## config.mk

```make
export PLATFORM = sky130hd
export DESIGN_NAME = sfdu_marker_stack_tracker_unit
export DESIGN_NICKNAME = d
export VERILOG_FILES = /design/src/rtl/sfdu_pkg.sv /design/src/rtl/sfdu_stack.sv /design/src/rtl/sfdu_classify.sv /design/src/rtl/sfdu_marker_stack_tracker_unit.sv
export SDC_FILE = /design/constraint.sdc
export NUM_CORES = 1
export LEC_CHECK = 0
export BUFFER_PORTS_ARGS = -buffer_cell sky130_fd_sc_hd__clkbuf_2
export CAP_MARGIN = 20
export CORE_AREA = 2 2 265 267
export DETAILED_ROUTE_END_ITERATION = 7
export DIE_AREA = 0 0 267 269
export GPL_TIMING_DRIVEN = 0
export HOLD_SLACK_MARGIN = 0.02
export MAX_ROUTING_LAYER = met4
export PLACE_DENSITY = 0.71
export SLEW_MARGIN = 20
export SYNTH_ARGS = -nofsm -noshare
export SYNTH_HDL_FRONTEND = slang
export SYNTH_SLANG_ARGS = --single-unit
```

## constraint.sdc

```tcl
create_clock -name clk -period 11.45 [get_ports clk]
set_input_delay 2.29 -clock clk [delete_from_list [all_inputs] [get_ports clk]]
set_output_delay 2.29 -clock clk [all_outputs]
set_load 0.1 [all_outputs]
```

## src/rtl/sfdu_pkg.sv

```systemverilog
// Shared codes, character constants and types for the SFDU marker stack tracker.
package sfdu_pkg;

  // ASCII bytes that steer the label handling.
  localparam logic [7:0] CH_VER3 = 8'h33;  // '3'
  localparam logic [7:0] CH_S    = 8'h53;  // 'S'
  localparam logic [7:0] CH_E    = 8'h45;  // 'E'
  localparam logic [7:0] CH_F    = 8'h46;  // 'F'
  localparam logic [7:0] CH_Z    = 8'h5A;  // 'Z'
  localparam logic [7:0] CH_U    = 8'h55;  // 'U'
  localparam logic [7:0] CH_R    = 8'h52;  // 'R'
  localparam logic [7:0] CH_C    = 8'h43;  // 'C'
  localparam logic [7:0] CH_I    = 8'h49;  // 'I'
  localparam logic [7:0] CH_D    = 8'h44;  // 'D'
  localparam logic [7:0] CH_K    = 8'h4B;  // 'K'
  localparam logic [7:0] CH_V    = 8'h56;  // 'V'

  // Reset value of the routing authority register.
  localparam logic [31:0] AUTH_RESET = 32'h4E4A504C;

  localparam int DEFAULT_STACK_DEPTH = 8;

  // Stack event codes.
  localparam logic [1:0] EV_NONE = 2'd0;
  localparam logic [1:0] EV_PUSH = 2'd1;
  localparam logic [1:0] EV_POP  = 2'd2;
  localparam logic [1:0] EV_ERR  = 2'd3;

  // Status codes.
  localparam logic [1:0] ST_NORMAL = 2'd0;
  localparam logic [1:0] ST_EOD    = 2'd1;
  localparam logic [1:0] ST_APP    = 2'd2;
  localparam logic [1:0] ST_CAT    = 2'd3;

  // Class list positions.
  localparam logic [3:0] CLS_Z       = 4'd0;
  localparam logic [3:0] CLS_U       = 4'd1;
  localparam logic [3:0] CLS_F       = 4'd2;
  localparam logic [3:0] CLS_R       = 4'd3;
  localparam logic [3:0] CLS_C       = 4'd4;
  localparam logic [3:0] CLS_I       = 4'd5;
  localparam logic [3:0] CLS_S       = 4'd6;
  localparam logic [3:0] CLS_D       = 4'd7;
  localparam logic [3:0] CLS_E       = 4'd8;
  localparam logic [3:0] CLS_K       = 4'd9;
  localparam logic [3:0] CLS_V       = 4'd10;
  localparam logic [3:0] CLS_UNKNOWN = 4'd11;

  // Outcome of one label on the marker stack.
  typedef struct packed {
    logic [1:0] ev;      // stack event code
    logic       empty;   // stack is empty after this label
    logic [3:0] level;   // stack level after this label, low four bits
  } stk_res_t;

  function automatic logic [3:0] class_lookup(input logic [7:0] c);
    logic [3:0] idx;
    case (c)
      CH_Z:    idx = CLS_Z;
      CH_U:    idx = CLS_U;
      CH_F:    idx = CLS_F;
      CH_R:    idx = CLS_R;
      CH_C:    idx = CLS_C;
      CH_I:    idx = CLS_I;
      CH_S:    idx = CLS_S;
      CH_D:    idx = CLS_D;
      CH_E:    idx = CLS_E;
      CH_K:    idx = CLS_K;
      CH_V:    idx = CLS_V;
      default: idx = CLS_UNKNOWN;
    endcase
    return idx;
  endfunction

endpackage

```

## src/rtl/sfdu_stack.sv

```systemverilog
// Marker stack: level counter, top and bottom copies, and the entry memory.
module sfdu_stack
  import sfdu_pkg::*;
#(
  parameter int STACK_DEPTH = DEFAULT_STACK_DEPTH
) (
  input  logic        clk,
  input  logic        rst,
  input  logic        advance,
  input  logic [7:0]  version,
  input  logic [7:0]  delimiter,
  input  logic [63:0] marker,
  output stk_res_t    res
);

  localparam int CNT_W  = $clog2(STACK_DEPTH + 1);
  localparam int ADDR_W = (STACK_DEPTH > 1) ? $clog2(STACK_DEPTH) : 1;

  logic [63:0]       mem [0:STACK_DEPTH-1];
  logic [CNT_W-1:0]  count;
  logic [CNT_W-1:0]  count_next;
  logic [CNT_W-1:0]  count_eff;
  logic [63:0]       top;
  logic [63:0]       top_next;
  logic [63:0]       bottom;
  logic [63:0]       bottom_next;
  logic [63:0]       below;
  logic              wr_en;
  logic [ADDR_W-1:0] wr_addr;
  logic [ADDR_W-1:0] rd_addr;
  logic [CNT_W-1:0]  rd_idx;
  logic [CNT_W+3:0]  level_ext;
  logic              is_v3;
  logic              is_ef;
  logic              top_hit;
  logic              bot_hit;
  logic [1:0]        ev;

  assign is_v3   = (version == CH_VER3);
  assign is_ef   = (delimiter == CH_E) || (delimiter == CH_F);
  assign top_hit = (marker == top);
  assign bot_hit = (delimiter == CH_F) && (marker == bottom);
  assign wr_addr = count[ADDR_W-1:0];

  always_comb begin
    count_next  = count;
    top_next    = top;
    bottom_next = bottom;
    wr_en       = 1'b0;
    ev          = EV_NONE;
    if (is_v3 && is_ef) begin
      if (count == '0) begin
        ev = EV_ERR;
      end else if (bot_hit) begin
        count_next = '0;
        ev         = EV_POP;
      end else if (top_hit) begin
        count_next = count - CNT_W'(1);
        top_next   = below;
        ev         = EV_POP;
      end else begin
        ev = EV_ERR;
      end
    end else if (is_v3 && (delimiter == CH_S)) begin
      if (count == CNT_W'(STACK_DEPTH)) begin
        ev = EV_ERR;
      end else begin
        wr_en      = 1'b1;
        count_next = count + CNT_W'(1);
        top_next   = marker;
        if (count == '0) begin
          bottom_next = marker;
        end
        ev = EV_PUSH;
      end
    end
  end

  // The entry just under the new top is fetched every cycle so that a pop
  // finds it ready as the next top.
  always_comb begin
    count_eff = advance ? count_next : count;
    rd_idx    = count_eff - CNT_W'(2);
    rd_addr   = (count_eff >= CNT_W'(2)) ? rd_idx[ADDR_W-1:0] : '0;
  end

  always_ff @(posedge clk) begin
    if (advance && wr_en) begin
      mem[wr_addr] <= marker;
    end
    below <= mem[rd_addr];
  end

  always_ff @(posedge clk) begin
    if (rst) begin
      count <= '0;
    end else if (advance) begin
      count <= count_next;
    end
  end

  always_ff @(posedge clk) begin
    if (advance) begin
      top    <= top_next;
      bottom <= bottom_next;
    end
  end

  assign level_ext = {4'b0000, count_next};

  always_comb begin
    res.ev    = ev;
    res.empty = (count_next == '0);
    res.level = level_ext[3:0];
  end

endmodule

```

## src/rtl/sfdu_classify.sv

```systemverilog
// Label classification: class position, structure flag and routing status.
module sfdu_classify
  import sfdu_pkg::*;
(
  input  logic [7:0]  delimiter,
  input  logic [7:0]  class_id,
  input  logic [31:0] authority,
  input  logic [31:0] authority_id,
  input  stk_res_t    stk,
  output logic [1:0]  status,
  output logic        structure_unpushed,
  output logic [3:0]  class_index
);

  logic is_struct;
  logic is_ef;

  assign class_index = class_lookup(class_id);
  assign is_struct   = (class_id == CH_Z) || (class_id == CH_U) || (class_id == CH_F);
  assign is_ef       = (delimiter == CH_E) || (delimiter == CH_F);
  assign structure_unpushed = is_struct && (stk.ev != EV_PUSH);

  // End of data wins over routing.
  always_comb begin
    status = ST_NORMAL;
    if (is_ef && stk.empty) begin
      status = ST_EOD;
    end else if (authority == authority_id) begin
      if (class_id == CH_I) begin
        status = ST_APP;
      end else if (class_id == CH_K) begin
        status = ST_CAT;
      end
    end
  end

endmodule

```

## src/rtl/sfdu_marker_stack_tracker_unit.sv

```systemverilog
// Top level of the SFDU marker stack tracker: label register, stack, result register.
//
//  Channel   Direction  Signals                           Payload
//  s_axis    in         s_axis_tvalid/tready/tdata[119:0] one decoded label request
//  m_axis    out        m_axis_tvalid/tready/tdata[15:0]  one result per label
//  cfg       in         cfg_valid/cfg_ready/cfg_data[31:0] routing authority register
//
// Every label request gives exactly one result: it waits in the label register,
// then the stack update and classification settle in one combinational step
// into the result register. Sustained rate is one label per cycle while m_axis
// is not stalled; the loop that sets it is the stack level and top/bottom
// registers, which are read and rewritten in the same cycle. Reset (rst,
// synchronous, active high) empties the stack and loads the default authority;
// the stack entries themselves are not cleared. A stall on m_axis holds the
// result register and, one request later, the label register; s_axis_tready
// then drops until the result is taken.
module sfdu_marker_stack_tracker_unit
  import sfdu_pkg::*;
#(
  parameter int STACK_DEPTH = DEFAULT_STACK_DEPTH
) (
  input  logic         clk,
  input  logic         rst,
  // Label requests.
  input  logic         s_axis_tvalid,
  output logic         s_axis_tready,
  // From bit 0: version[7:0], delimiter[15:8], class_id[23:16],
  // marker[87:24], authority[119:88].
  input  logic [119:0] s_axis_tdata,
  // Results.
  output logic         m_axis_tvalid,
  input  logic         m_axis_tready,
  // From bit 0: status[1:0], stack_event[3:2], structure_unpushed[4],
  // class_index[8:5], stack_level[12:9], zero[15:13].
  output logic [15:0]  m_axis_tdata,
  // Authority register writes.
  input  logic         cfg_valid,
  output logic         cfg_ready,
  input  logic [31:0]  cfg_data
);

  // Label register.
  logic        in_valid;
  logic [7:0]  version;
  logic [7:0]  delimiter;
  logic [7:0]  class_id;
  logic [63:0] marker;
  logic [31:0] authority;

  // Routing authority register.
  logic [31:0] authority_id;

  // Result register.
  logic        out_valid;
  logic [1:0]  status;
  logic [1:0]  stack_event;
  logic        structure_unpushed;
  logic [3:0]  class_index;
  logic [3:0]  stack_level;

  // Combinational results for the label in the label register.
  stk_res_t    stk;
  logic [1:0]  status_next;
  logic        unpushed_next;
  logic [3:0]  class_index_next;

  logic        move;
  logic        take;

  // The label leaves its register whenever the result register is free or
  // being emptied in the same cycle; the stack commits only then.
  assign move          = in_valid && (!out_valid || m_axis_tready);
  assign s_axis_tready = !in_valid || move;
  assign take          = s_axis_tvalid && s_axis_tready;
  assign cfg_ready     = 1'b1;

  always_ff @(posedge clk) begin
    if (rst) begin
      in_valid <= 1'b0;
    end else if (take) begin
      in_valid <= 1'b1;
    end else if (move) begin
      in_valid <= 1'b0;
    end
  end

  always_ff @(posedge clk) begin
    if (take) begin
      version   <= s_axis_tdata[7:0];
      delimiter <= s_axis_tdata[15:8];
      class_id  <= s_axis_tdata[23:16];
      marker    <= s_axis_tdata[87:24];
      authority <= s_axis_tdata[119:88];
    end
  end

  always_ff @(posedge clk) begin
    if (rst) begin
      authority_id <= AUTH_RESET;
    end else if (cfg_valid && cfg_ready) begin
      authority_id <= cfg_data;
    end
  end

  sfdu_stack #(
    .STACK_DEPTH (STACK_DEPTH)
  ) u_stack (
    .clk       (clk),
    .rst       (rst),
    .advance   (move),
    .version   (version),
    .delimiter (delimiter),
    .marker    (marker),
    .res       (stk)
  );

  sfdu_classify u_classify (
    .delimiter          (delimiter),
    .class_id           (class_id),
    .authority          (authority),
    .authority_id       (authority_id),
    .stk                (stk),
    .status             (status_next),
    .structure_unpushed (unpushed_next),
    .class_index        (class_index_next)
  );

  always_ff @(posedge clk) begin
    if (rst) begin
      out_valid <= 1'b0;
    end else if (move) begin
      out_valid <= 1'b1;
    end else if (m_axis_tready) begin
      out_valid <= 1'b0;
    end
  end

  always_ff @(posedge clk) begin
    if (move) begin
      status             <= status_next;
      stack_event        <= stk.ev;
      structure_unpushed <= unpushed_next;
      class_index        <= class_index_next;
      stack_level        <= stk.level;
    end
  end

  assign m_axis_tvalid = out_valid;
  assign m_axis_tdata  = {3'b000, stack_level, class_index, structure_unpushed,
                          stack_event, status};

  // A held label is never dropped while it waits for the result register.
  a_label_held: assert property (@(posedge clk) disable iff (rst)
    in_valid && !move |=> in_valid)
    else $error("label register lost a waiting request");

  // With the result register empty, the block must be open for a new label.
  a_ready_when_free: assert property (@(posedge clk) disable iff (rst)
    !m_axis_tvalid |-> s_axis_tready)
    else $error("input stalled with an empty result register");

  // Every committed label shows up as a result in the next cycle.
  a_move_gives_result: assert property (@(posedge clk) disable iff (rst)
    move |=> m_axis_tvalid)
    else $error("committed label produced no result");

endmodule

```

==> results of run 1 <==
[worst paths after layout]
path                         to  slack, ps              start
min reg2reg     u_stack.top[14]        500  u_stack.below[14]
min             u_stack.top[14]        500  u_stack.below[14]
max          u_stack.mem[0][44]       5920      m_axis_tready
max reg2reg   u_stack.below[36]       6530          marker[0]
[critical path, stage by stage]
cell and delay (ps):
clkbuf_2 110, nand2b_1 100, nand2_1 270, inv_1 690, nand2_1 380, nor4_2 640, buf_2 360, buf_2 250
buf_2 250, buf_2 250, buf_2 240
[sequential cells by signal, indices dropped and copies added (netlist names)]
register,cells
authority,32
authority_id,32
class_id,8
class_index,4
delimiter,8
in_valid,1
m_axis_tvalid,1
marker,64
stack_event,2
stack_level,4
status,2
structure_unpushed,1
u_stack.below,64
u_stack.bottom,64
u_stack.count,4
u_stack.mem,512
u_stack.top,64
version,8
[report_power, final]
group	internal (mW)	switching, mW
combinational	0.0598	0.0848
sequential	3.51	0.0659
clock	1.69	1.18
total	5.25	1.33
[cell usage in the layout (no fill, tap or decap), types with 8 or more instances in the layout]
cell type	netlist	final
edfxtp_1	773	773
nand2_1	332	332
clkbuf_2	0	170
mux2i_1	150	150
a21o_1	128	128
dfxtp_1	102	102
clkbuf_16	0	89
clkbuf_1	58	83
xnor2_1	80	80
xor2_1	77	77
a32oi_1	65	65
nand3b_1	64	64
mux2_2	60	60
buf_4	15	42
nor2_1	41	36
nor4_1	27	26
nand4_1	25	25
buf_2	16	25
nor2b_1	19	19
buf_6	11	18
clkinv_2	0	16
inv_1	13	13
a211o_1	12	12
o21ai_0	11	11
clkbuf_8	0	11
a21oi_1	10	10
buf_16	0	9
nand2b_1	8	8
bufinv_16	0	8
[routing by layer]
layer | vias to the layer above | GRT usage, %
met5 | - | -
met1 | 9939 | 30.9
met2 | 885 | 36.9
met4 | 0 | 6.85
li1 | 8888 | -
met3 | 170 | 4.60
[area by class of cell]
class	count	area (sq um)
Antenna cell	2	5.00
Buffer	105	561
Clock buffer	125	2470
Clock inverter	35	407
Fill cell	5312	29300
Inverter	13	48.8
Multi-Input combinational cell	1202	8520
Sequential cell	875	25300
Tap cell	940	1180
Timing Repair Buffer	228	1550
[cells by family (layout without fill, tap and decap cells)]
logic type | after synthesis | in the layout | share of synthesized area (%)
AO/OA/AOI/OAI | 269 | 269 | 6.26
XOR/XNOR | 157 | 157 | 4.01
adder cells (fa/ha/maj) | 2 | 2 | 0.0729
buffers and inverters | 118 | 506 | 1.78
flip-flops | 875 | 875 | 73.6
multiplexers | 214 | 214 | 6.48
other | 2 | 6 | 0.0219
AND/OR/NAND/NOR | 556 | 556 | 7.79
[stage by stage]
step,instance area [sq um],hold slack (ps),instances,power (mW)
3_3_place_gp,36300,490,3305,3.78
3_5_place_dp,37100,476,3363,3.79
6_report,40000,495,3525,6.58
5_1_grt,40000,505,3525,6.76
4_1_cts,40000,492,3523,6.62
2_1_floorplan,34300,467,2195,3.70
==> reports/results.tsv, run 1 <==
stage	metric	value	unit
run_status	status	finished clean	
logic_synthesis	sequential share of the synthesized area	73.6	%
grt	GRT Total Usage	23.3	%
clocking	clk_lat worst skew	640	ps
route	WL met3	6330	microns
grt	largest net degree at the start of global routing	52	
logic_synthesis	most common cell in the netlist	edfxtp_1	
logic_synthesis	Seq cells post-synth	875	
clocking	clock sink count	875	
clocking	TritonCTS clock tree	built	
clocking	Post-CTS Hold Buffers	0	
setup_path	Arr. time, crit path	5860	ps
floorplan	Die Span Y	269	microns
logic_synthesis	count of cell types in the netlist	72	
worst_hold_path	Worst Hold Depth	2	
route	vias	19900	
floorplan	chip width	267	microns
flow_run	Max-cap violations	0	
logic_synthesis	Avg Inst Size Synth	15.6	sq um
timing	final setup vio count	0	
clocking	clock-pin slew on the worst setup and hold paths	60	ps
logic_synthesis	most instantiated cells after synthesis	edfxtp_1, nand2_1, mux2i_1, a21o_1, dfxtp_1	
floorplan	Initial Util	49.5	%
timing	Slew Limit Fails	0	
route	WL/cell	23.0	microns
clocking	Post-CTS Setup Repair Bufs	0	
logic_synthesis	area leader, netlist	edfxtp_1	
clocking	Root Buffer	clkbuf_16	
power	pwr/cell area	165	mW/mm^2
timing	final setup margin	5920	ps
place	Final HPWL DP	55300	microns
floorplan	# rows	97	
logic_synthesis	ys async rst share	0	%
timing	Final min period	5530	ps
timing	Slew Limit Headroom	25.0	%
timing	Peak Freq	181	MHz
setup_path	Setup Crit Path Kind	primary input to flip-flop	
floorplan	I/O pins	176	
route	Routed WL	81100	microns
logic_synthesis	synth top area cells	edfxtp_1, dfxtp_1, mux2i_1	
clocking	post_cts resized	0	
floorplan	Die ar.	0.0718	sq mm
logic_synthesis	Yosys top cell area share	67.6	%
logic_synthesis	Ys Warns	0	
layout	share of layout cells above drive strength 1	19.0	%
setup_path	crit path capture type	flip-flop	
route	antenna-violating nets left	0	
worst_hold_path	Hold Crit Class	flip-flop to flip-flop	
layout	nets	2671	
grt	initial antenna violation count	3	
power	Worst VDD drop	122	uV
timing	setup_tns	0	ps
clocking	H-Tree Depth	3	
floorplan	core area	0.0693	sq mm
grt	vias in the first global route	20000	
route	top layer in use	met4	
route	Met1 Wirelength	33700	microns
logic_synthesis	EDFF count, synth	773	
timing	crit share post-route	48.3	%
power	Lkg Pwr	14.1	nW
clocking	maximum root-to-sink buffer count	3	
route	DR iter-0 viols	2021	
setup_path	FF-to-FF path depth	10	
route	Routed met2 length	38800	microns
setup_path	top fanout value on the critical path	19	
route	First-pass DRT Iterations	6	
place	port bufs	170	
setup_path	CP Data Required Time	11790	ps
layout	area growth from synthesis to layout	16.6	%
setup_path	startpoint types	primary input	
timing	Worst Tran Pin Value	1120	ps
layout	Layout Utilization	57.7	%
place	dpl ws	5290	ps
timing	RSZ-0062 raised after global routing	no	
timing	clock skew	30.2	ps
place	routability cong.	0.890	
route	drt via density	5.64	
logic_synthesis	mapped cell area	0.0343	sq mm
grt	overflow left after global routing	0	
grt	first-pass GRT wire length	122000	microns
logic_synthesis	Synth Instances	2193	
logic_synthesis	Top FF cell, synth	edfxtp_1	
route	# DRC	0	
timing	Final Hold Viols	0	
clocking	CTS buffer count	87	
No activity file was read; power rests on OpenSTA's default activity.
==> inputs of run 2 (changes only) <==
Clock period 11.45 ns to 5.8 ns, I/O delays scaled along.
==> run 2 against run 1 <==
  * Total power increased by 100%
  * Cell count unchanged
  * Hold slack got worse by 5.4 ps
  * Sequential share of layout area decreased by 0.36 points
  * Die area unchanged
  * Largest cell class unchanged
  * Highest routed layer unchanged
==> reports/results.tsv, run 2 (same netlist as run 1, synthesis figures left out) <==
stage	metric	value	unit	change
run_status	status	finished clean		
floorplan	chip width	267	microns	unchanged
timing	Final Hold Viols	0		unchanged
clocking	Post-CTS Hold Buffers	0		unchanged
layout	Non-Filler Cell Area, Final	0.0402	sq mm	+0.57%
clocking	TritonCTS clock tree	built		
grt	overflow left after global routing	0		unchanged
grt	GRT Total Usage	23.5	%	+0.19 points
grt	initial antenna violation count	0		-3
setup_path	top fanout value on the critical path	12		-7
setup_path	startpoint types	flip-flop		
floorplan	I/O pins	176		unchanged
layout	commonest non-fill, non-tap cell in the layout	edfxtp_1		
layout	area growth from synthesis to layout	17.2	%	
timing	Peak Freq	203	MHz	
clocking	Post-CTS Setup Repair Bufs	0		unchanged
floorplan	# rows	97		unchanged
layout	nets	2666		-0.19%
layout	Top reg by flops	u_stack.mem		
route	drt via density	5.61		-0.47%
layout	commonest cells after routing, fill and taps aside	edfxtp_1, nand2_1, clkbuf_2		
worst_hold_path	Worst Hold Launch	u_stack.below[18]		
setup_path	Arr. time, crit path	5400	ps	-460 ps
setup_path	crit path capture type	flip-flop		
timing	final setup vio count	0		unchanged
clocking	maximum root-to-sink buffer count	3		unchanged
floorplan	Initial Util	49.5	%	unchanged
power	pwr/cell area	328	mW/mm^2	+99%
layout	share of layout cells above drive strength 1	19.1	%	+0.022 points
clocking	clock sink count	875		unchanged
timing	Slew Limit Fails	0		unchanged
grt	gr busiest metal	met2		
setup_path	Critical Path Source	marker[14]		
grt	met2 Track Usage GR	36.8	%	-0.077 points
route	WL/cell	23.1	microns	+0.26%
power	Lkg Pwr	14.1	nW	+0.42%
grt	largest net degree at the start of global routing	52		unchanged
clocking	Root Buffer	clkbuf_16		
timing	RSZ-0062 raised after global routing	no		
setup_path	CP Data Required Time	6270	ps	-5520 ps
route	vias	19800		-0.47%
timing	Worst Tran Pin Value	1140	ps	+15.3 ps
worst_hold_path	Hold Crit Class	flip-flop to flip-flop		
clocking	H-Tree Depth	3		unchanged
layout	Largest register FFs	512		unchanged
grt	vias in the first global route	19900		-0.80%
route	# DRC	0		unchanged
setup_path	Setup Crit Path Kind	flip-flop to flip-flop		
timing	Slew Limit Headroom	23.9	%	-1.0 points
setup_path	slowest cell on the critical path	a31oi_2		
clocking	clock-pin slew on the worst setup and hold paths	60	ps	about the same
grt	met1 usage	31.7	%	+0.78 points
timing	clock skew	25.0	ps	-5.23 ps
layout	Layout Utilization	58.0	%	+0.33 points
flow_run	Max-cap violations	0		unchanged
floorplan	Die ar.	0.0718	sq mm	unchanged
place	port bufs	170		unchanged
route	First-pass DRT Iterations	5		-1
place	routability cong.	0.862		-3.1%
floorplan	core area	0.0693	sq mm	unchanged
grt	first-pass GRT wire length	122000	microns	about the same
route	DR iter-0 viols	2297		+14%
setup_path	CP peak stage delay	950	ps	+260 ps
setup_path	sequence of cells on the critical path	xor2_1 > nor4_1 > nand4_1 > nor4_4 > mux2i_1 > o221ai_2 > a31oi_2 > clkbuf_1 > nand3b_1 > a32oi_1		
place	Post-Place Cell Area	0.0372	sq mm	+0.21%
setup_path	r2r startpoint	marker[14]		
route	antenna-violating nets left	0		unchanged
timing	Final min period	4920	ps	
clocking	post_cts resized	0		unchanged
place	Final HPWL DP	55200	microns	-0.13%
floorplan	Die Span Y	269	microns	unchanged
route	Routed WL	81300	microns	+0.26%
timing	crit share post-route	84.9	%	
grt	met3 usage	4.74	%	+0.14 points
power	Worst VDD drop	216	uV	+76%
clocking	clk_lat worst skew	650	ps	about the same
clocking	CTS buffer count	87		unchanged
run 2: cell types whose count changed in the layout (fill, tap and decap cells not counted), moves of 3 or more:
cell / delta
buf_2: -9
clkbuf_1: -7
buf_8: +5
clkinv_1: +4
buf_4: -3
bufinv_16: +3
diode_2: +3
run 2: worst max-delay path, delay by kind of cell (launching register included):
family | cells | cell delay [ps]
XOR/XNOR | 1 | 280
AO/OA/AOI/OAI | 3 | 1380
buffers and inverters | 1 | 420
multiplexers | 1 | 340
flip-flops | 1 | 680
AND/OR/NAND/NOR | 4 | 1630
run 2: stage by stage:
step                hold slack, ps  setup TNS, ps  total power [mW]  setup WS (ps)  std cells
global placement               487       -2115530              7.46          -5810       3305
CTS                            493              0              13.3            983       3520
finish                         490              0              13.2            877       3525
floorplan                      467        -264020              7.31          -1290       2195
detailed placement             478              0              7.47           1010       3358
global route                   522              0              13.5            863       3520
run 2: worst paths after layout:
kind	endpoint	cells after the start	slack (ps)
setup / recovery	u_stack.below[50]	10	880
hold / removal	u_stack.top[18]	2	490
setup reg to reg	u_stack.below[50]	10	880
hold reg to reg	u_stack.top[18]	2	490
run 2: routing by layer:
metal / part of all wire (%) / wire (microns)
met5: 0 / 0
met4: 2.3 / 1910
met3: 8.3 / 6740
met2: 47 / 38600
met1: 42 / 34000
run 2: area by class of cell:
type | count | area (sq um)
Buffer | 105 | 561
Sequential cell | 875 | 25300
Inverter | 13 | 48.8
Multi-Input combinational cell | 1202 | 8540
Clock buffer | 122 | 2520
Antenna cell | 5 | 12.5
Tap cell | 940 | 1180
Fill cell | 5202 | 29100
Timing Repair Buffer | 223 | 1610
Clock inverter | 40 | 499
run 2: report_power, final:
part / leakage (nW) / internal [mW] / switching, mW
logic: 4.74 / 0.118 / 0.168
registers: 7.89 / 6.93 / 0.131
clock network: 1.48 / 3.53 / 2.32
